--- src/hw/rtl/cpa_pkg.sv ---
`timescale 1ns / 1ps
// ----------------------------------------------------------------------------
// cpa_pkg
// Shared widths, register indexes, reset values and the command and status
// bundles that join the controller and the datapath of the conductivity meter.
// ----------------------------------------------------------------------------
package cpa_pkg;

	// Field and register widths
	localparam int ADC_BITS  = 12;
	localparam int SINE_W    = 11;
	localparam int CC_W      = 16;
	localparam int COEF_W    = 16;
	localparam int TEMP_W    = 16;
	localparam int AVG_W     = 16;
	localparam int COND_W    = 24;
	localparam int CFG_IDX_W = 2;
	localparam int CFG_DAT_W = 16;

	// Quotient bits of the divider: the top bit flags an overflow
	localparam int QUO_W = COND_W + 1;

	// Fraction bits added to the conductivity numerator
	localparam int COND_SHIFT = 22;

	// Compensation denominator: signed, wide enough for 1.0 + alpha*(t - 25)
	localparam int DENT_W = 35;
	// Positive denominator magnitude never exceeds 31 bits
	localparam int DENT_MAG_W = 31;

	localparam logic [TEMP_W:0]   TEMP_25_Q8 = 17'd6400;
	localparam logic [DENT_W-1:0] ONE_Q24    = 35'd16777216;

	// Configuration register indexes
	localparam logic [CFG_IDX_W-1:0] REG_SINE_AMPLITUDE   = 2'd0;
	localparam logic [CFG_IDX_W-1:0] REG_CELL_CONSTANT    = 2'd1;
	localparam logic [CFG_IDX_W-1:0] REG_TEMP_COEFFICIENT = 2'd2;

	// Register reset values
	localparam logic [SINE_W-1:0] SINE_RESET = 11'd1000;
	localparam logic [CC_W-1:0]   CC_RESET   = 16'd4096;
	localparam logic [COEF_W-1:0] COEF_RESET = 16'd1311;

	// Startup waves that refill the whole window
	localparam logic [1:0] PRIME_RESET = 2'd2;

	// Controller to datapath
	typedef struct packed {
		logic sample_acc;    // an item was accepted this cycle
		logic wave_start;    // wave just ended, prepare refill index
		logic fill_wr;       // write one window entry of a refill
		logic push;          // replace the oldest window entry
		logic mul1;          // first multiply stage
		logic mul2;          // form the compensation denominator and average
		logic mul3;          // full divisor and error flag
		logic div_start;     // launch the conductivity divider
		logic cond_load;     // capture the conductivity quotient
		logic cond_clear;    // zero conductivity on a compensation error
		logic out_load;      // copy the result into the output register
	} cmd_t;

	// Datapath to controller
	typedef struct packed {
		logic fill;          // this wave refills the whole window
		logic fill_last;     // refill index at the final entry
		logic div_done;      // divider quotient is ready
		logic err;           // compensation denominator not positive or sine amplitude zero
	} status_t;

endpackage

--- src/hw/rtl/cpa_ctrl.sv ---
`timescale 1ns / 1ps
// ----------------------------------------------------------------------------
// cpa_ctrl
// Sequencer for the meter: takes samples, and at each wave end walks the
// window update, the multiply stages, the divider run if no error and the output load.
// ----------------------------------------------------------------------------
module cpa_ctrl (
	input  logic              clk,
	input  logic              arst_n,
	input  logic              in_valid,
	output logic              in_ready,
	input  logic              last_of_wave,
	output logic              out_valid,
	input  logic              out_ready,
	output cpa_pkg::cmd_t     cmd,
	input  cpa_pkg::status_t  status
);
	import cpa_pkg::*;

	typedef enum logic [3:0] {
		S_IDLE,
		S_WAVE,
		S_FILL,
		S_PUSH,
		S_MUL1,
		S_MUL2,
		S_MUL3,
		S_DIVC_GO,
		S_DIVC_RUN,
		S_LOAD
	} state_t;

	state_t state_q;
	state_t state_d;
	logic   out_valid_q;

	// Decode commands and next state
	always_comb begin
		cmd      = '0;
		state_d  = state_q;
		in_ready = 1'b0;
		unique case (state_q)
			S_IDLE: begin
				in_ready = 1'b1;
				if (in_valid) begin
					cmd.sample_acc = 1'b1;
					if (last_of_wave) begin
						state_d = S_WAVE;
					end
				end
			end
			S_WAVE: begin
				cmd.wave_start = 1'b1;
				state_d = status.fill ? S_FILL : S_PUSH;
			end
			S_FILL: begin
				cmd.fill_wr = 1'b1;
				if (status.fill_last) begin
					state_d = S_MUL1;
				end
			end
			S_PUSH: begin
				cmd.push = 1'b1;
				state_d  = S_MUL1;
			end
			S_MUL1: begin
				cmd.mul1 = 1'b1;
				state_d  = S_MUL2;
			end
			S_MUL2: begin
				cmd.mul2 = 1'b1;
				state_d  = S_MUL3;
			end
			S_MUL3: begin
				cmd.mul3 = 1'b1;
				state_d  = S_DIVC_GO;
			end
			S_DIVC_GO: begin
				if (status.err) begin
					cmd.cond_clear = 1'b1;
					state_d        = S_LOAD;
				end else begin
					cmd.div_start = 1'b1;
					state_d       = S_DIVC_RUN;
				end
			end
			S_DIVC_RUN: begin
				if (status.div_done) begin
					cmd.cond_load = 1'b1;
					state_d       = S_LOAD;
				end
			end
			S_LOAD: begin
				// wait for the output register to free up
				if (!out_valid_q || out_ready) begin
					cmd.out_load = 1'b1;
					state_d      = S_IDLE;
				end
			end
			default: begin
				state_d = S_IDLE;
			end
		endcase
	end

	// Hold state and the output valid flag
	always_ff @(posedge clk or negedge arst_n) begin
		if (!arst_n) begin
			state_q     <= S_IDLE;
			out_valid_q <= 1'b0;
		end else begin
			state_q <= state_d;
			if (cmd.out_load) begin
				out_valid_q <= 1'b1;
			end else if (out_ready) begin
				out_valid_q <= 1'b0;
			end
		end
	end

	assign out_valid = out_valid_q;

endmodule

--- config.mk ---
export PLATFORM = sky130hd
export DESIGN_NAME = cpa_ctrl
export DESIGN_NICKNAME = d
export VERILOG_FILES = /design/src/hw/rtl/cpa_pkg.sv /design/src/hw/rtl/cpa_ctrl.sv
export SDC_FILE = /design/constraint.sdc
export NUM_CORES = 1
export LEC_CHECK = 0
export BUFFER_PORTS_ARGS = -buffer_cell sky130_fd_sc_hd__buf_4
export CAP_MARGIN = 20
export CORE_UTILIZATION = 25
export CTS_CLUSTER_DIAMETER = 60
export DETAILED_ROUTE_END_ITERATION = 10
export HOLD_SLACK_MARGIN = 0.02
export PLACE_DENSITY = 0.56
export SYNTH_ARGS = -nofsm -noshare
export SYNTH_HDL_FRONTEND = slang
export SYNTH_SLANG_ARGS = --single-unit
--- constraint.sdc ---
create_clock -name clk -period 2.3 [get_ports clk]
set_clock_uncertainty 0.2 [all_clocks]
set_input_delay 0.115 -clock clk [delete_from_list [all_inputs] [get_ports clk]]
set_output_delay 0.115 -clock clk [all_outputs]
set_load 0.05 [all_outputs]
==> results.cfg, run 1 <==
[status]
status = complete, but fails checks
violations = design-rule violations

[detailed_routing]
vias = 453
drtIter0Drc = 11
routed_via_density = 4.82
wl_per_cell_um = 11.3
drcViolationCount = 2
first_pass_iters = 6
ant_nets = 0
drt-total-wl_um = 1060

[floorplanning]
fp.dieW_um = 43.6
io_pins = 22
start_util_pct = 27.7
die_h_um = 43.6
die-area_um2 = 1900
rows = 14
core-area_um2 = 1560

[final_layout]
final_common_cell = buf_4
layout.nets = 88
syn_to_final_growth_pct = 45.2
final_cell_mix = 21 x buf_4, 9 x nor2_1, 5 x nor3_1, 5 x dfrtp_1
layout-drive-gt1-share_pct = 38.5
utilization_pct = 40.2
multi_input_area_um2 = 274
insertedDiodeCount = 0
fillCellCount = 156
stdcell_count = 94
register_area_um2 = 125

[synthesis]
ys_seq_area_share_pct = 29.0
synth-main-ff-cell = dfrtp_1
synth-seq-cells = 5
syn_area_um2 = 432
synthArstFlopShare_pct = 100
synth_edf_count = 0
yosys_warnings = 0
syn_area_per_cell_um2 = 7.85
syn_nets = 64
yosysUniqueCellTypes = 26
syn_inst = 55

[critical_path]
cp.arrival_ns = 1.67
cp.required_ns = 1.99
end_kind = primary output
path_max_fanout = 14
startpoint_type = flip-flop
worstSetupPathType = reg2out

[timing]
holdWs_ns = 0.0740
tightestPinTransition_ns = 0.451
slew_violations = 0
relSlewSlack_pct = 70.0
setup_violations = 0
min_period_over_period_pct = 86.4
max_freq_mhz = 504
post-route-min-period_ns = 1.99
setup_tns_ns = 0
rsz0062_at_grt = false
hold_violations = 0

[placed_design]
portBuffers = 21
placed_cells = 88
hpwl_um = 808
place.gp.congestion = 0.693

[global_route]
track_usage_pct = 12.8
grt_max_degree = 15
antenna_found_initial = 0
grt.overflow.total = 0
grt_pass1_wl_um = 1790
grt_pass1_vias = 416

[pwr]
powerDensity_nw_per_um2 = 1470
vdd_drop_max_mv = 0.824
p_leak_nw = 0.296

[clocking]
cts_setup_buffers = 0
worstSkewPairLatency_ns = 0.24
cts-root-buf = clkbuf_4
holdBufCountCts = 2
cts_made_buffers = 3
cts_tree = built
cts.repair.resized = 0
path_clk_slew_ns = 0.04
cts_max_path_buffers = 2
cts.sinks = 5
htreeDepth = 1

[hold_path]
hold_class = in2reg

[flow_run]
maxCapViolations = 0
-- metrics by stage --
step | area [um2] | setup WS, ns | total power, mW
2_1_floorplan | 432 | 0.118 | 0.696
3_3_place_gp | 581 | 0.561 | 0.818
3_5_place_dp | 581 | 0.558 | 0.820
4_1_cts | 627 | 0.298 | 0.927
5_1_grt | 627 | 0.197 | 0.992
6_report | 627 | 0.314 | 0.921
-- cells by family (layout without fill, tap and decap cells) --
family / Yosys count / after routing / share of synthesized area, %
and+or+nand+nor: 35 / 35 / 48.4
AOI/OAI and AO/OA: 10 / 10 / 15.1
DFF: 5 / 5 / 29.0
buffers and inverters: 5 / 28 / 7.54
-- where the power goes --
| part | switching [mW] | internal [mW] | total, mW | leakage [nW] |
|---|---|---|---|---|
| clock | 0.0314 | 0.0653 | 0.0966 | 0.0150 |
| sequential | 0.110 | 0.126 | 0.237 | 0.0643 |
| combinational | 0.358 | 0.230 | 0.588 | 0.216 |
-- per-layer routing --
layer | global-route usage [%] | up-vias | share of wire, %
li1 | - | 239 | -
met1 | 16.4 | 197 | 49
met3 | 7.08 | 0 | 7.6
met2 | 19.1 | 17 | 43
met5 | 0 | - | 0
met4 | 1.88 | 0 | 0
-- cell usage after synthesis, types with 2 or more instances --
library cell	number	share of area (%)
nor3b_1	2	3.5
buf_2	2	2.3
nor2b_1	4	5.8
nor2_1	9	7.8
nand2_1	4	3.5
o21a_1	2	3.5
and3_1	2	2.9
a31oi_1	3	4.3
dfrtp_1	5	29
o21ai_0	2	2.3
nor3_1	5	5.8
-- layout make-up --
class | count | area share (%)
multi-input cells | 45 | 43.7
clock buffers | 4 | 4.19
inverters | 1 | 0.599
repair buffers | 23 | 28.3
flip-flops and latches | 5 | 20.0
well taps | 16 | 3.19
-- sequential cells by signal, summed over array words and instances (netlist names) --
name       count
state_q        4
out_valid      1
-- worst paths after layout --
path                       cells after the start                    from                     end  slack [ns]
setup / recovery                               4  state_q[2]$_DFFE_PN0P_                  cmd[1]        0.31
hold / removal                                 3               out_ready  state_q[0]$_DFFE_PN0P_        0.07
setup reg to reg                               4  state_q[3]$_DFFE_PN0P_  state_q[0]$_DFFE_PN0P_        0.60
hold reg to reg                                1  state_q[3]$_DFFE_PN0P_  state_q[2]$_DFFE_PN0P_        0.52
max in group asynchronous                      3                  arst_n   out_valid$_DFFE_PN0P_        1.09
min in group asynchronous                      3                  arst_n  state_q[3]$_DFFE_PN0P_        0.60
-- critical path, stage by stage (launching register included) --
cell and delay, ns:
dfrtp_1 0.61, nand2b_1 0.21, or2_1 0.31, nor2_1 0.10
buf_4 0.20
Note: power is estimated with default switching activity, not from simulation.
==> run 2, diff against run 1 <==
- clock period: 2.3 -> 2.55 ns (I/O delays scaled with it)
==> run 2 against run 1 <==
Compared with the run above: the flow still finishes with violations (design-rule violations); setup slack better by 0.25 ns; die area unchanged; flip-flop and latch count is the same; via count decreased by 2.4%; highest routed layer unchanged.
==> results.cfg, run 2 (synthesis results as in run 1) <==
[final_layout]
layout.nets = 87
syn_to_final_growth_pct = 42.9
final_cell_mix = 21 x buf_4, 9 x nor2_1, 5 x nor3_1, 5 x dfrtp_1
top_register = state_q
largest_reg_flops = 4
insertedDiodeCount = 0
final_common_cell = buf_4
layout-drive-gt1-share_pct = 39.0
fillCellCount = 167
final_area_um2 = 617

[critical_path]
regToRegEndpoint = state_q[3]$_DFFE_PN0P_
slowest_stage = dfrtp_1
crit_chain = nand2b_1, or2_1, nor2_1, buf_4
worstSetupPathType = reg2out
r2r_cells = 4
cp.arrival_ns = 1.65
timing.rr.start = state_q[1]$_DFFE_PN0P_
r2r_slack_ns = 0.89
cpPeakStageDelay_ns = 0.63
end_kind = primary output
path_max_fanout = 14
path_delay_family = flip-flops
cp.required_ns = 2.22
critical_path_buf_inv_count = 1
startpoint_type = flip-flop

[clocking]
cts_tree = built
cts.sinks = 5
cts.repair.resized = 0
cts_made_buffers = 3
htreeDepth = 1
path_clk_slew_ns = 0.05
cts-root-buf = clkbuf_4
worstSkewPairLatency_ns = 0.24
cts_max_path_buffers = 2
cts_setup_buffers = 0

[floorplanning]
start_util_pct = 27.7
fp.dieW_um = 43.6
die-area_um2 = 1900
rows = 14
core-area_um2 = 1560
die_h_um = 43.6
io_pins = 22

[detailed_routing]
wl_per_cell_um = 10.7
ant_nets = 0
routed_via_density = 4.75
drt-total-wl_um = 999
vias = 442
drcViolationCount = 2
drtIter0Drc = 7
first_pass_iters = 7

[placed_design]
dpl_cell_area_um2 = 581
hpwl_um = 750
portBuffers = 21
place.gp.congestion = 0.687

[global_route]
antenna_found_initial = 0
grt_max_degree = 15
grt_pass1_wl_um = 1730
track_usage_pct = 12.1
grt_pass1_vias = 416
grt.overflow.total = 0

[hold_path]
hold_class = in2async

[timing]
post-route-min-period_ns = 1.98
setup_violations = 0
max_freq_mhz = 505
min_period_over_period_pct = 77.7
tightestPinTransition_ns = 0.470
setup_tns_ns = 0
slew_violations = 0
rsz0062_at_grt = false
relSlewSlack_pct = 68.6
hold_violations = 0

[pwr]
powerDensity_nw_per_um2 = 1340
p_leak_nw = 0.291
vdd_drop_max_mv = 0.594

[status]
status = complete, but fails checks
violations = design-rule violations

[flow_run]
maxCapViolations = 0
==> run 2: area by class of cell <==
cell class,count,area [um2],share of cell area [%]
multi-input cells,45,274,44.4
clock buffers,4,26.3,4.26
repair buffers,22,168,27.2
flip-flops and latches,5,125,20.3
inverters,1,3.75,0.609
well taps,16,20.0,3.25
==> run 2: what timing repair did <==
action | in CTS | in global routing
hold endpoints to repair | 5 | 0
hold buffers | 1 | 0
setup endpoints to repair | 0 | 0
==> run 2: metal layers <==
metal	global-route usage (%)	wire length (um)	vias up
li1	-	-	235
met1	15.0	481	193
met2	19.7	458	14
met3	4.17	59	0
met4	3.75	0	0
met5	0	0	-
==> run 2: power breakdown <==
part / internal (mW) / switching [mW] / total (mW) / leakage, nW
registers: 0.114 / 0.0994 / 0.213 / 0.0643
clock network: 0.0591 / 0.0320 / 0.0911 / 0.0150
logic: 0.206 / 0.318 / 0.525 / 0.212
total: 0.379 / 0.450 / 0.829 / 0.291
==> run 2: how the worst max path moves through the flow <==
| stage | from | cells after the start | end | slack, ns |
|---|---|---|---|---|
| after floorplan | state_q[1]$_DFFE_PN0P_ | 3 | cmd[9] | 0.36 |
| after global placement | state_q[2]$_DFFE_PN0P_ | 4 | cmd[1] | 0.85 |
| after detailed placement | state_q[2]$_DFFE_PN0P_ | 4 | cmd[1] | 0.84 |
| after CTS | state_q[2]$_DFFE_PN0P_ | 4 | cmd[1] | 0.58 |
| after global routing | state_q[2]$_DFFE_PN0P_ | 4 | cmd[1] | 0.45 |
| final | state_q[2]$_DFFE_PN0P_ | 4 | cmd[1] | 0.57 |
==> run 2: per-stage QoR <==
step | worst slack [ns] | power (mW) | instances | util, % | hold slack [ns]
after global placement | 0.851 | 0.742 | 88 | 37.2 | -0.267
after detailed placement | 0.837 | 0.737 | 88 | 37.2 | -0.266
after floorplan | 0.355 | 0.628 | 55 | - | -0.368
after CTS | 0.579 | 0.834 | 93 | 39.6 | 0.0231
final | 0.568 | 0.829 | 93 | 39.6 | 0.0268
after global routing | 0.454 | 0.885 | 93 | 39.6 | 0.0212
==> run 3, diff against run 2 <==
- ABC_AREA: not set -> 1
- PLACE_DENSITY: 0.56 -> 0.58
- clock period: 2.55 -> 1.7 ns (I/O delays scaled with it)
==> run 3 against run 2 <==
Compared with the run above: the flow now finishes without violations; highest routed layer unchanged; routed wire length increased by 8.6%; largest cell class unchanged; worst hold slack about the same; via count increased by 13%; sequential power increased by 8%.
==> results.cfg, run 3 <==
[pwr]
intPower_mw = 0.526
p_clk_share_pct = 10.7
combinationalPowerShare_pct = 70.9
powerDensity_nw_per_um2 = 1820
p_switching_mw = 0.727
p_seq_share_pct = 18.3
swShare_pct = 58.0
p_leak_nw = 0.393
vdd_drop_max_mv = 0.809

[hold_path]
hold_class = in2reg
min_path_cells = 5

[clocking]
worstSkewPairLatency_ns = 0.24
cts-root-buf = clkbuf_4
path_clk_slew_ns = 0.04
cts_max_path_buffers = 2
cts_setup_buffers = 0
cts_made_buffers = 3
cts_tree = built
cts.sinks = 5
htreeDepth = 1

[flow_run]
maxCapViolations = 0

[global_route]
grt_pass1_vias = 473
grt_max_degree = 7
antenna_found_initial = 0
grt.overflow.total = 0
track_usage_pct = 13.5
grt_pass1_wl_um = 1880

[critical_path]
crit_chain = nor2_4, inv_1, nor2_1, buf_4
cp.required_ns = 1.41
cp.arrival_ns = 1.34
worstSetupPathType = reg2out
slowest_stage = dfrtp_1
critical_path_buf_inv_count = 2
end_kind = primary output
crit_cells = 4
path_max_fanout = 6
r2r_cells = 5
startpoint_type = flip-flop
path_delay_family = flip-flops
cpPeakStageDelay_ns = 0.46

[final_layout]
insertedDiodeCount = 0
final_cell_mix = 20 x buf_4, 16 x nand2_1, 13 x inv_1
fillCellCount = 156
layout-drive-gt1-share_pct = 38.8
largest_reg_flops = 4
register_area_um2 = 126
layout.nets = 108
multi_input_area_um2 = 249
syn_to_final_growth_pct = 66.0
utilization_pct = 45.2
final_area_um2 = 689
final_common_cell = buf_4
top_register = state_q

[placed_design]
dpl_cell_area_um2 = 596
place.gp.congestion = 0.754
hpwl_um = 830
portBuffers = 21

[detailed_routing]
ant_nets = 0
drtIter0Drc = 2
drt-total-wl_um = 1090
first_pass_iters = 3
routed_via_density = 4.38
vias = 499
wl_per_cell_um = 9.52
drcViolationCount = 0

[timing]
relSlewSlack_pct = 82.1
tightestPinTransition_ns = 0.268
setup_violations = 0
hold_violations = 0
rsz0062_at_grt = true
min_period_over_period_pct = 95.6
slew_violations = 0
post-route-min-period_ns = 1.62
max_freq_mhz = 616

[synthesis]
synth_edf_count = 0
synth-main-ff-cell = dfrtp_1
syn_inst = 68
synth-seq-cells = 5
yosysUniqueCellTypes = 14
synth.most_common_cell = nand2_1
syn_area_per_cell_um2 = 6.11
syn_area_um2 = 415
synthTopCellsByCount = 17 x nand2_1, 14 x inv_1, 11 x nor2_1
ys_seq_area_share_pct = 30.1
yosys_warnings = 0
synthArstFlopShare_pct = 100
syn_nets = 77
yosys.area.top_type_share_pct = 30.1
yosys.area.top_type = dfrtp_1
yosys-top-cells-area = dfrtp_1 30%, nand2_1 15%, inv_1 13%

[floorplanning]
fp.dieW_um = 42.8
start_util_pct = 27.3
io_pins = 22
die_h_um = 42.8
rows = 14
die-area_um2 = 1830
core-area_um2 = 1520

[status]
status = finished clean
==> run 3: cell types whose count changed in the layout (fill, tap and decap cells not counted), moves of 3 or more <==
cell / change
nor2_4: +3
nor3_1: -5
dlygate4sd3_1: +4
nor2b_1: -4
nor2_2: +5
nand3_1: +5
nand2_1: +12
inv_1: +12
a31oi_1: -3
==> run 3: cell families (layout without fill, tap and decap cells) <==
group,Yosys count,count (layout),share of synthesized area (%)
and+or+nand+nor,45,45,52.7
DFF,5,5,30.1
AOI/OAI and AO/OA,3,3,3.61
buffers and inverters,15,45,13.6
==> run 3: power by group through the flow <==
| stage | Clock, mW | Sequential [mW] | Combinational (mW) |
|---|---|---|---|
| 2_1_floorplan | 0 | 0.222 | 0.635 |
| 3_3_place_gp | 0 | 0.218 | 0.864 |
| 3_5_place_dp | 0 | 0.221 | 0.858 |
| 4_1_cts | 0.137 | 0.221 | 0.874 |
| 5_1_grt | 0.146 | 0.237 | 0.966 |
| 6_report | 0.135 | 0.230 | 0.889 |
==> run 3: worst paths after layout <==
kind | endpoint | startpoint | slack (ns)
min in group asynchronous | state_q[0]$_DFFE_PN0P_ | arst_n | 0.57
hold reg to reg | out_valid$_DFFE_PN0P_ | out_valid$_DFFE_PN0P_ | 0.39
hold / removal | state_q[0]$_DFFE_PN0P_ | status[3] | 0.03
setup reg to reg | state_q[2]$_DFFE_PN0P_ | state_q[0]$_DFFE_PN0P_ | 0.31
setup / recovery | cmd[9] | state_q[2]$_DFFE_PN0P_ | 0.08
max in group asynchronous | state_q[1]$_DFFE_PN0P_ | arst_n | 0.53
==> run 3: metrics by stage <==
| step | setup WS [ns] | cells | power (mW) | setup TNS [ns] | hold slack (ns) |
|---|---|---|---|---|---|
| 6_report | 0.0753 | 114 | 1.25 | 0 | 0.0271 |
| 3_5_place_dp | 0.251 | 105 | 1.08 | 0 | -0.312 |
| 3_3_place_gp | 0.260 | 105 | 1.08 | 0 | -0.312 |
| 5_1_grt | -0.0218 | 114 | 1.35 | -0.0461 | 0.0515 |
| 2_1_floorplan | -0.00325 | 68 | 0.857 | -0.00325 | -0.411 |
| 4_1_cts | 0.0313 | 114 | 1.23 | 0 | 0.0331 |
==> run 3: what timing repair did <==
item                                   4_1_cts  5_1_grt
setup endpoints to repair                    1        7
gates resized for setup                      2        4
hold buffers                                 5        0
endpoints found under the hold margin        8        0
==> run 3: metal layers <==
layer / wire (um) / global-route usage (%) / up-vias
li1: - / - / 260
met5: 0 / 0 / -
met1: 496 / 17.0 / 223
met3: 53 / 1.28 / 0
met2: 536 / 22.4 / 16
met4: 0 / 7.50 / 0
==> run 3: final cells by class <==
class / count / area share, %
Timing Repair Buffer: 26 / 30.7
Clock buffer: 4 / 3.81
Inverter: 15 / 8.17
Tap cell: 16 / 2.90
Sequential cell: 5 / 18.3
Multi-Input combinational cell: 48 / 36.1
==> run 3: worst min-delay path, cell delays in order <==
cell	delay [ns]
buf_4	0.07
nand3b_1	0.08
nand3_1	0.07
nand2_1	0.07
nand2_1	0.04
