==> src/hw/rtl/cpa_pkg.sv <==
`timescale 1ns / 1ps
// ----------------------------------------------------------------------------
// cpa_pkg
// Shared widths, register indexes, reset values and the command and status
// bundles that join the controller and the datapath of the conductivity meter.
// ----------------------------------------------------------------------------
package cpa_pkg;

	// Field and register widths
	localparam int ADC_BITS  = 12;
	localparam int SINE_W    = 11;
	localparam int CC_W      = 16;
	localparam int COEF_W    = 16;
	localparam int TEMP_W    = 16;
	localparam int AVG_W     = 16;
	localparam int COND_W    = 24;
	localparam int CFG_IDX_W = 2;
	localparam int CFG_DAT_W = 16;

	// Quotient bits of the divider: the top bit flags an overflow
	localparam int QUO_W = COND_W + 1;

	// Fraction bits added to the conductivity numerator
	localparam int COND_SHIFT = 22;

	// Compensation denominator: signed, wide enough for 1.0 + alpha*(t - 25)
	localparam int DENT_W = 35;
	// Positive denominator magnitude never exceeds 31 bits
	localparam int DENT_MAG_W = 31;

	localparam logic [TEMP_W:0]   TEMP_25_Q8 = 17'd6400;
	localparam logic [DENT_W-1:0] ONE_Q24    = 35'd16777216;

	// Configuration register indexes
	localparam logic [CFG_IDX_W-1:0] REG_SINE_AMPLITUDE   = 2'd0;
	localparam logic [CFG_IDX_W-1:0] REG_CELL_CONSTANT    = 2'd1;
	localparam logic [CFG_IDX_W-1:0] REG_TEMP_COEFFICIENT = 2'd2;

	// Register reset values
	localparam logic [SINE_W-1:0] SINE_RESET = 11'd1000;
	localparam logic [CC_W-1:0]   CC_RESET   = 16'd4096;
	localparam logic [COEF_W-1:0] COEF_RESET = 16'd1311;

	// Startup waves that refill the whole window
	localparam logic [1:0] PRIME_RESET = 2'd2;

	// Controller to datapath
	typedef struct packed {
		logic sample_acc;    // an item was accepted this cycle
		logic wave_start;    // wave just ended, prepare refill index
		logic fill_wr;       // write one window entry of a refill
		logic push;          // replace the oldest window entry
		logic mul1;          // first multiply stage
		logic mul2;          // form the compensation denominator and average
		logic mul3;          // full divisor and error flag
		logic div_start;     // launch the conductivity divider
		logic cond_load;     // capture the conductivity quotient
		logic cond_clear;    // zero conductivity on a compensation error
		logic out_load;      // copy the result into the output register
	} cmd_t;

	// Datapath to controller
	typedef struct packed {
		logic fill;          // this wave refills the whole window
		logic fill_last;     // refill index at the final entry
		logic div_done;      // divider quotient is ready
		logic err;           // compensation denominator not positive or sine amplitude zero
	} status_t;

endpackage

==> src/hw/rtl/cpa_div.sv <==
`timescale 1ns / 1ps
// ----------------------------------------------------------------------------
// cpa_div
// Restoring divider, one quotient bit per cycle. Produces QUO_W quotient bits
// of num / den; the top bit set means the true quotient is at least
// 2^(QUO_W-1) and the lower bits are then meaningless.
// ----------------------------------------------------------------------------
module cpa_div #(
	parameter int NUM_W = 57,
	parameter int DEN_W = 49
) (
	input  logic                       clk,
	input  logic                       arst_n,
	input  logic                       start,
	input  logic [NUM_W-1:0]           num,
	input  logic [DEN_W-1:0]           den,
	output logic                       done,
	output logic [cpa_pkg::QUO_W-1:0]  quo
);
	import cpa_pkg::*;

	localparam int DSH_W = DEN_W + QUO_W - 1;
	localparam int CMP_W = (NUM_W > DSH_W) ? NUM_W : DSH_W;
	localparam int CNT_W = $clog2(QUO_W);

	logic [NUM_W-1:0] rem_q;
	logic [DSH_W-1:0] dsh_q;
	logic [QUO_W-1:0] quo_q;
	logic [CNT_W-1:0] cnt_q;
	logic             run_q;
	logic             done_q;

	logic [CMP_W-1:0] rem_x;
	logic [CMP_W-1:0] dsh_x;
	logic [CMP_W-1:0] rem_sub;
	logic             ge;

	// Trial subtract of the shifted divisor
	always_comb begin
		rem_x   = CMP_W'(rem_q);
		dsh_x   = CMP_W'(dsh_q);
		ge      = (rem_x >= dsh_x);
		rem_sub = rem_x - dsh_x;
	end

	// Control: step counter and done pulse
	always_ff @(posedge clk or negedge arst_n) begin
		if (!arst_n) begin
			run_q  <= 1'b0;
			done_q <= 1'b0;
			cnt_q  <= '0;
		end else begin
			done_q <= 1'b0;
			if (start) begin
				run_q <= 1'b1;
				cnt_q <= CNT_W'(QUO_W - 1);
			end else if (run_q) begin
				cnt_q <= cnt_q - 1'b1;
				if (cnt_q == '0) begin
					run_q  <= 1'b0;
					done_q <= 1'b1;
				end
			end
		end
	end

	// Datapath: remainder, divisor and quotient shift
	always_ff @(posedge clk) begin
		if (start) begin
			rem_q <= num;
			dsh_q <= {den, (QUO_W - 1)'(0)};
			quo_q <= '0;
		end else if (run_q) begin
			if (ge) begin
				rem_q <= rem_sub[NUM_W-1:0];
			end
			dsh_q <= dsh_q >> 1;
			quo_q <= {quo_q[QUO_W-2:0], ge};
		end
	end

	assign done = done_q;
	assign quo  = quo_q;

endmodule

==> src/hw/rtl/cpa_dp.sv <==
`timescale 1ns / 1ps
// ----------------------------------------------------------------------------
// cpa_dp
// Datapath: configuration registers, peak tracking, the moving-average
// window memory and sum, the compensation multipliers, the divider
// and the output payload register.
// ----------------------------------------------------------------------------
module cpa_dp #(
	parameter int FILTER_DEPTH = 16
) (
	input  logic                              clk,
	input  logic                              arst_n,
	input  cpa_pkg::cmd_t                     cmd,
	output cpa_pkg::status_t                  status,
	input  logic [cpa_pkg::ADC_BITS-1:0]      sample,
	input  logic                              last_of_wave,
	input  logic signed [cpa_pkg::TEMP_W-1:0] temperature,
	input  logic                              reprime,
	input  logic                              cfg_we,
	input  logic [cpa_pkg::CFG_IDX_W-1:0]     cfg_index,
	input  logic [cpa_pkg::CFG_DAT_W-1:0]     cfg_data,
	output logic [cpa_pkg::ADC_BITS-1:0]      peak_to_peak,
	output logic [cpa_pkg::AVG_W-1:0]         average_q4,
	output logic [cpa_pkg::COND_W-1:0]        conductivity,
	output logic                              saturated,
	output logic                              compensation_error
);
	import cpa_pkg::*;

	localparam int PTR_W  = $clog2(FILTER_DEPTH);
	localparam int SUM_W  = ADC_BITS + $clog2(FILTER_DEPTH);
	localparam int DSA_W  = $clog2(FILTER_DEPTH + 1) + SINE_W;
	localparam int DEN_W  = DSA_W + DENT_MAG_W;
	localparam int PROD_W = SUM_W + CC_W;
	localparam int NUM_W  = PROD_W + COND_SHIFT + 1;
	localparam logic [ADC_BITS-1:0] ADC_FULL = '1;

	// Average by reciprocal multiply: dividend width, shift and multiplier width
	localparam int AVG_N_W = SUM_W + 5;
	localparam int AVG_K   = AVG_N_W + $clog2(FILTER_DEPTH);
	localparam int AVG_M_W = AVG_N_W + 2;
	localparam int AVG_P_W = AVG_N_W + AVG_M_W;
	// Rounded-up reciprocal of the depth, exact for any dividend below 2^AVG_N_W
	localparam logic [AVG_M_W-1:0] AVG_RECIP =
		AVG_M_W'(((64'd1 << AVG_K) + 64'(FILTER_DEPTH) - 64'd1) / 64'(FILTER_DEPTH));

	// Configuration
	logic [SINE_W-1:0] sine_q;
	logic [CC_W-1:0]   cc_q;
	logic [COEF_W-1:0] coef_q;

	// Wave tracking and window control
	logic [ADC_BITS-1:0] max_q;
	logic [ADC_BITS-1:0] min_q;
	logic [ADC_BITS-1:0] amp_q;
	logic [TEMP_W-1:0]   temp_q;
	logic [1:0]          prime_q;
	logic                fill_q;
	logic [PTR_W-1:0]    wp_q;
	logic [PTR_W-1:0]    fill_idx_q;
	logic [SUM_W-1:0]    sum_q;

	// Window memory
	logic [ADC_BITS-1:0] win_mem [FILTER_DEPTH];
	logic [ADC_BITS-1:0] rd_q;
	logic                mem_we;
	logic [PTR_W-1:0]    mem_waddr;

	// Arithmetic
	logic [PROD_W-1:0]        num_prod_q;
	logic signed [33:0]       tprod_q;
	logic [DSA_W-1:0]         dsa_q;
	logic [DENT_W-1:0]        dent_q;
	logic [DEN_W-1:0]         den_c_q;
	logic                     err_q;
	logic signed [TEMP_W:0]   tdiff;
	logic [ADC_BITS-1:0]      max_n;
	logic [ADC_BITS-1:0]      min_n;
	logic [1:0]               prime_n;
	logic [AVG_N_W-1:0]       avg_num;
	logic [AVG_P_W-1:0]       avg_prod_q;

	// Divider hookup
	logic [NUM_W-1:0] div_num;
	logic [DEN_W-1:0] div_den;
	logic             div_done;
	logic [QUO_W-1:0] div_quo;

	// Results
	logic [AVG_W-1:0]    avg_q;
	logic [COND_W-1:0]   cond_q;
	logic                sat_q;
	logic [ADC_BITS-1:0] out_ptp_q;
	logic [AVG_W-1:0]    out_avg_q;
	logic [COND_W-1:0]   out_cond_q;
	logic                out_sat_q;
	logic                out_err_q;

	// Configuration writes; unknown indexes are dropped
	always_ff @(posedge clk or negedge arst_n) begin
		if (!arst_n) begin
			sine_q <= SINE_RESET;
			cc_q   <= CC_RESET;
			coef_q <= COEF_RESET;
		end else if (cfg_we) begin
			unique case (cfg_index)
				REG_SINE_AMPLITUDE:   sine_q <= cfg_data[SINE_W-1:0];
				REG_CELL_CONSTANT:    cc_q   <= cfg_data[CC_W-1:0];
				REG_TEMP_COEFFICIENT: coef_q <= cfg_data[COEF_W-1:0];
				default: begin
				end
			endcase
		end
	end

	// Extremes including the current sample; reprime raises the count to one
	always_comb begin
		max_n   = (sample > max_q) ? sample : max_q;
		min_n   = (sample < min_q) ? sample : min_q;
		prime_n = (reprime && (prime_q == 2'd0)) ? 2'd1 : prime_q;
	end

	// Peak tracking, prime count and window pointer/sum
	always_ff @(posedge clk or negedge arst_n) begin
		if (!arst_n) begin
			max_q      <= '0;
			min_q      <= ADC_FULL;
			prime_q    <= PRIME_RESET;
			fill_q     <= 1'b0;
			wp_q       <= '0;
			fill_idx_q <= '0;
			sum_q      <= '0;
		end else begin
			if (cmd.sample_acc) begin
				if (last_of_wave && (prime_n != 2'd0)) begin
					prime_q <= prime_n - 2'd1;
				end else begin
					prime_q <= prime_n;
				end
				if (last_of_wave) begin
					max_q  <= '0;
					min_q  <= ADC_FULL;
					fill_q <= (prime_n != 2'd0);
				end else begin
					max_q <= max_n;
					min_q <= min_n;
				end
			end
			if (cmd.wave_start) begin
				fill_idx_q <= '0;
			end
			if (cmd.fill_wr) begin
				fill_idx_q <= fill_idx_q + 1'b1;
				sum_q      <= SUM_W'(amp_q) * SUM_W'(FILTER_DEPTH);
			end
			if (cmd.push) begin
				sum_q <= sum_q - SUM_W'(rd_q) + SUM_W'(amp_q);
				if (wp_q == PTR_W'(FILTER_DEPTH - 1)) begin
					wp_q <= '0;
				end else begin
					wp_q <= wp_q + 1'b1;
				end
			end
		end
	end

	// Latch amplitude and temperature at wave end
	always_ff @(posedge clk) begin
		if (cmd.sample_acc && last_of_wave) begin
			amp_q  <= (max_n >= min_n) ? (max_n - min_n) : '0;
			temp_q <= temperature;
		end
	end

	// Window memory: one write port, registered read at the write pointer
	assign mem_we    = cmd.fill_wr || cmd.push;
	assign mem_waddr = cmd.fill_wr ? fill_idx_q : wp_q;

	always_ff @(posedge clk) begin
		if (mem_we) begin
			win_mem[mem_waddr] <= amp_q;
		end
		rd_q <= win_mem[wp_q];
	end

	// Multiply stages for numerator, average and compensated divisor
	assign tdiff   = $signed({temp_q[TEMP_W-1], temp_q}) - $signed(TEMP_25_Q8);
	assign avg_num = AVG_N_W'({sum_q, 4'b0}) + AVG_N_W'(FILTER_DEPTH / 2);

	always_ff @(posedge clk) begin
		if (cmd.mul1) begin
			num_prod_q <= PROD_W'(sum_q) * PROD_W'(cc_q);
			tprod_q    <= $signed({1'b0, coef_q}) * tdiff;
			dsa_q      <= DSA_W'(FILTER_DEPTH) * DSA_W'(sine_q);
			avg_prod_q <= AVG_P_W'(avg_num) * AVG_P_W'(AVG_RECIP);
		end
		if (cmd.mul2) begin
			dent_q <= {tprod_q[33], tprod_q} + ONE_Q24;
		end
		if (cmd.mul3) begin
			den_c_q <= DEN_W'(dsa_q) * DEN_W'(dent_q[DENT_MAG_W-1:0]);
			err_q   <= dent_q[DENT_W-1] || (dent_q == '0) || (dsa_q == '0);
		end
	end

	// Divider operands: rounded conductivity
	assign div_num = NUM_W'({num_prod_q, COND_SHIFT'(0)}) + NUM_W'(den_c_q >> 1);
	assign div_den = den_c_q;

	cpa_div #(
		.NUM_W(NUM_W),
		.DEN_W(DEN_W)
	) u_div (
		.clk   (clk),
		.arst_n(arst_n),
		.start (cmd.div_start),
		.num   (div_num),
		.den   (div_den),
		.done  (div_done),
		.quo   (div_quo)
	);

	// Capture the average and conductivity; clip conductivity on overflow, zero it on an error
	always_ff @(posedge clk) begin
		if (cmd.mul2) begin
			avg_q <= avg_prod_q[AVG_K +: AVG_W];
		end
		if (cmd.cond_load) begin
			sat_q  <= div_quo[QUO_W-1];
			cond_q <= div_quo[QUO_W-1] ? '1 : div_quo[COND_W-1:0];
		end
		if (cmd.cond_clear) begin
			sat_q  <= 1'b0;
			cond_q <= '0;
		end
	end

	// Output payload register
	always_ff @(posedge clk) begin
		if (cmd.out_load) begin
			out_ptp_q  <= amp_q;
			out_avg_q  <= avg_q;
			out_cond_q <= cond_q;
			out_sat_q  <= sat_q;
			out_err_q  <= err_q;
		end
	end

	always_comb begin
		status.fill      = fill_q;
		status.fill_last = (fill_idx_q == PTR_W'(FILTER_DEPTH - 1));
		status.div_done  = div_done;
		status.err       = err_q;
	end

	assign peak_to_peak       = out_ptp_q;
	assign average_q4         = out_avg_q;
	assign conductivity       = out_cond_q;
	assign saturated          = out_sat_q;
	assign compensation_error = out_err_q;

endmodule

==> config.mk <==
export PLATFORM = sky130hd
export DESIGN_NAME = cpa_dp
export DESIGN_NICKNAME = d
export VERILOG_FILES = /design/src/hw/rtl/cpa_pkg.sv /design/src/hw/rtl/cpa_div.sv /design/src/hw/rtl/cpa_dp.sv
export SDC_FILE = /design/constraint.sdc
export NUM_CORES = 2
export LEC_CHECK = 0
export ABC_AREA = 1
export BUFFER_PORTS_ARGS = -buffer_cell sky130_fd_sc_hd__buf_2
export CORE_UTILIZATION = 50
export DETAILED_ROUTE_END_ITERATION = 7
export GPL_ROUTABILITY_DRIVEN = 0
export PLACE_DENSITY_LB_ADDON = 0.1
export SETUP_SLACK_MARGIN = 0.1
export SYNTH_ARGS = -nofsm -noshare
export SYNTH_HDL_FRONTEND = slang
export SYNTH_HIERARCHICAL = 1
export SYNTH_SLANG_ARGS = --single-unit
==> constraint.sdc <==
create_clock -name clk -period 6 [get_ports clk]
set_input_delay 0.6 -clock clk [delete_from_list [all_inputs] [get_ports clk]]
set_output_delay 0.6 -clock clk [all_outputs]
set_load 0.05 [all_outputs]
==> out/qor.log <==
INFO  outcome        run_status=finished, violations left
INFO  outcome        violated_checks=DRC
INFO  floorplan      chipWidth=369um
INFO  synth          synth.yosys.seq_area_share=0.314
INFO  place          place.detailed.instances=10100
INFO  cts            clock_latency=720ps
INFO  run            drv_cap=0
INFO  timing         drv_slew=0
INFO  synth          synth_cell_types=55
INFO  cts            cts-buffers-inserted=86
INFO  synth          synth_top_family_by_area=adder cells
INFO  detailed_routing routed_via_density=5.23
INFO  global_route   gr-total-overflow=0
INFO  critical_path  critical_path.cell_chain=nor2_2, nand2_4, nand3_4, inv_4, o31ai_4, nand2_4, buf_4, nor2_4, fa_1, fa_2, fa_1, fa_1, fa_1, inv_1, fa_1, inv_1, ha_4, nand2_4, nor2_4, inv_2, nor3_2, nand2_4, nand3b_1, nand2_1
INFO  synth          postSynthRegisterBits=750
INFO  synth          post_synth_and_or_nand_nor_area_fraction=0.211
INFO  layout         final_net_count=9591
INFO  cts            cts.reportedPaths.clkPinSlew=60ps
INFO  timing         fmaxAchievable=171MHz
INFO  timing         worst_slew_margin_rel=0.191
INFO  global_route   maximum_number_of_pins_on_one_net_before_global_route_repair=99
INFO  synth          syn_inst=8265
INFO  place          buffer_ports.inserted=119
INFO  detailed_routing firstDrtPassIters=8
INFO  floorplan      std_cell_rows=134
INFO  synth          most_repeated_cell_in_the_gate_level_netlist_after_synthesis=sky130_fd_sc_hd__nand2_1
INFO  min_path       worst_hold_path_type=primary input to register
INFO  synth          post_synth_most_frequent_cells=sky130_fd_sc_hd__nand2_1 (2411), sky130_fd_sc_hd__inv_1 (1803), sky130_fd_sc_hd__fa_1 (678), sky130_fd_sc_hd__edfxtp_1 (563), sky130_fd_sc_hd__ha_1 (448)
INFO  cts            cts_max_level=3
INFO  synth          mappedNetlistArea=0.0674mm2
INFO  synth          muxShareOfSynthArea=0
INFO  cts            clockBufferDepth=3
INFO  critical_path  crit_path_end_kind=register
INFO  synth          share_of_the_synthesized_area_in_compound_gates_ao_oa_aoi_oai=0.0585
INFO  timing         layout_worst_path_cycle_share=0.974
INFO  synth          synth_async_sr_flop_share=0.135
INFO  cts            cts_tree=done
INFO  synth          synth_adder_area_share=0.285
INFO  synth          area_contributors_post_synth=sky130_fd_sc_hd__edfxtp_1 (25%), sky130_fd_sc_hd__fa_1 (20%), sky130_fd_sc_hd__nand2_1 (13%)
INFO  critical_path  crit_top_cell=sky130_fd_sc_hd__fa_1
INFO  detailed_routing drt_drc_violations_left=12
INFO  timing         worst_pin_slew=1210ps
INFO  layout         seqCellArea=0.0212mm2
INFO  floorplan      die-area=0.136mm2
INFO  critical_path  critical_path.max_stage_delay=540ps
INFO  layout         syn_to_final_growth=10.6%
INFO  cts            clock_sink_count=750
INFO  cts            clock_tree.root_cell=sky130_fd_sc_hd__clkbuf_16
INFO  critical_path  cp_required=6440ps
INFO  timing         final.setup.tns=0ps
INFO  global_route   grt_pass1_vias=53800
INFO  critical_path  path_class=register to register
INFO  synth          synth_top_cell_by_area=sky130_fd_sc_hd__edfxtp_1
INFO  place          hpwl_dp=147mm
INFO  detailed_routing drt_iter0_markers=4094
INFO  global_route   grt_first_pass_wirelength=293mm
INFO  floorplan      initial_utilization=0.504
INFO  floorplan      area_inside_the_core_boundary=0.134mm2
INFO  detailed_routing detail_route.wl_per_cell=18.0um
INFO  critical_path  cp_data_arrival_time=6290ps
INFO  synth          synth_largest_type_area_fraction=0.251
INFO  detailed_routing drt-total-wl=185mm
INFO  timing         final-hold-violation-count=0
INFO  timing         fin_crit=5850ps
INFO  critical_path  crit_path_start_kind=register
INFO  critical_path  cell_at_the_slowest_stage_of_the_critical_path=sky130_fd_sc_hd__fa_2
INFO  timing         clock-skew-final=51.6ps
INFO  floorplan      boundaryPins=120
INFO  layout         instances_no_fill=10200
INFO  detailed_routing vias=53600
INFO  critical_path  crit_fanout=7
INFO  layout         multiInputGateArea=0.0391mm2
INFO  layout         drive_gt1_frac=0.0950
INFO  timing         grt_setup_unrepaired=yes
INFO  floorplan      die_h=369um
INFO  global_route   grtUsageTotal=0.274
INFO  timing         final-setup-viol-count=0
INFO  synth          ys_warnings=6
INFO  synth          yosys_most_used_dff=sky130_fd_sc_hd__edfxtp_1
INFO  detailed_routing ant_nets=0
INFO  synth          mean_syn_cell_area=8.15um2
INFO  synth          yosys.area_share.xor_xnor=0.0131
INFO  synth          count_of_flip_flops_with_a_built_in_enable_after_synthesis=563
INFO  layout         fillerInstances=12400
INFO  global_route   number_of_antenna_violations_at_the_first_check_in_global_routing=3
[worst max-delay path: cells and delay by family (launching register included)]
family	cells	cell delay [ps]
adder cells (fa/ha/maj)	7	3250
AND/OR/NAND/NOR	11	1290
buffers and inverters	5	410
flip-flops	1	410
AO/OA/AOI/OAI	1	250
[placed cells by master, fill, tap and decap left out, types with 15 or more instances in the layout]
master | netlist | routed
sky130_fd_sc_hd__nand2_1 | 2411 | 2383
sky130_fd_sc_hd__inv_1 | 1803 | 1781
sky130_fd_sc_hd__fa_1 | 678 | 672
sky130_fd_sc_hd__edfxtp_1 | 563 | 563
sky130_fd_sc_hd__ha_1 | 448 | 426
sky130_fd_sc_hd__nor2_1 | 442 | 409
sky130_fd_sc_hd__o21ai_0 | 348 | 334
sky130_fd_sc_hd__nand3_1 | 302 | 301
sky130_fd_sc_hd__a21oi_1 | 229 | 212
sky130_fd_sc_hd__buf_4 | 8 | 193
sky130_fd_sc_hd__buf_2 | 24 | 116
sky130_fd_sc_hd__clkbuf_16 | 0 | 87
sky130_fd_sc_hd__dfxtp_1 | 86 | 86
sky130_fd_sc_hd__o22ai_1 | 78 | 78
sky130_fd_sc_hd__xor2_1 | 70 | 70
sky130_fd_sc_hd__nand4_1 | 59 | 59
sky130_fd_sc_hd__dfrtp_1 | 74 | 57
sky130_fd_sc_hd__nand2_2 | 45 | 54
sky130_fd_sc_hd__nor2_2 | 33 | 47
sky130_fd_sc_hd__nor3_1 | 43 | 35
sky130_fd_sc_hd__inv_2 | 18 | 34
sky130_fd_sc_hd__xnor2_1 | 31 | 31
sky130_fd_sc_hd__and2_1 | 30 | 30
sky130_fd_sc_hd__dfstp_2 | 27 | 27
sky130_fd_sc_hd__nor2_4 | 7 | 26
sky130_fd_sc_hd__or2_2 | 21 | 21
sky130_fd_sc_hd__nor3_2 | 13 | 20
sky130_fd_sc_hd__o221ai_1 | 19 | 19
sky130_fd_sc_hd__ha_4 | 0 | 19
sky130_fd_sc_hd__nand2_4 | 0 | 18
sky130_fd_sc_hd__clkbuf_1 | 239 | 18
sky130_fd_sc_hd__nand3_2 | 17 | 17
sky130_fd_sc_hd__dfrtp_2 | 0 | 17
sky130_fd_sc_hd__nand3b_1 | 15 | 15
[metal layers]
layer / global-route usage / up-vias / wire length (um)
met5: 0 / - / 0
met4: 0.0891 / 0 / 6460
met3: 0.0341 / 333 / 10200
met2: 0.460 / 1636 / 88200
met1: 0.368 / 26000 / 79800
li1: - / 25600 / -
[logic make-up (layout without fill, tap and decap cells)]
kind of cell,Yosys count,count (layout)
AOI/OAI and AO/OA,727,727
xor gates and xnor gates,101,101
adders and majority gates,1126,1126
buffers and inverters,2101,2306
DFF,750,750
other,1,10
and+or+nand+nor,3459,3459
[worst paths after layout]
path / from / endpoint / slack (ps) / cells after the start
worst min-delay path: temperature[4] / temp_q[4] / 100 / 1
worst min register to register: tprod_q[8] / dent_q[8] / 410 / 0
min in group asynchronous: arst_n / max_q[10] / 530 / 2
worst max-delay path: temp_q[10] / tprod_q[33] / 150 / 24
max in group asynchronous: arst_n / wp_q[0] / 4140 / 3
worst max register to register: temp_q[10] / tprod_q[33] / 150 / 24
[final cells by class]
cell class,count,area share
Clock inverter,46,0.00714
Inverter,1824,0.0921
Tap cell,1768,0.0297
Antenna cell,2,0.0000672
Timing Repair Buffer,320,0.0292
Sequential cell,750,0.285
Clock buffer,116,0.0322
Multi-Input combinational cell,5421,0.525
[sequential cells by signal, summed over array words and instances, names as in the netlist, 16 cells and up]
| signal | cells |
|---|---|
| num_prod_q | 32 |
| u_div/quo | 25 |
| u_div/dsh_q | 71 |
| avg_q | 16 |
| win_mem | 192 |
| dent_q | 35 |
| den_c_q | 42 |
| conductivity | 24 |
| cc_q | 16 |
| avg_prod_q | 16 |
| tprod_q | 34 |
| u_div/rem_q | 55 |
| average_q4 | 16 |
| sum_q | 16 |
| cond_q | 24 |
| temp_q | 16 |
| coef_q | 16 |
[repair_timing]
item,in CTS,in global routing
hold endpoints to repair,22,0
hold buffers,1,0
pin swaps,9,89
buffers inserted,3,15
resized for setup,32,198
setup endpoints to repair,15,32
[through the flow]
step / setup WS (ps) / instance area [um2] / hold slack (ps) / utilization
floorplan: 100 / 67500 / 304 / -
global placement: -130 / 70600 / 400 / 0.528
detailed placement: -134 / 70600 / 405 / 0.528
CTS: 81.1 / 73700 / 57.4 / 0.551
global route: -36.9 / 74500 / 67.9 / 0.558
finish: 154 / 74500 / 104 / 0.558
Power is not shown: default switching activity piles up to over one toggle a cycle in this logic, so the estimate is an artifact.
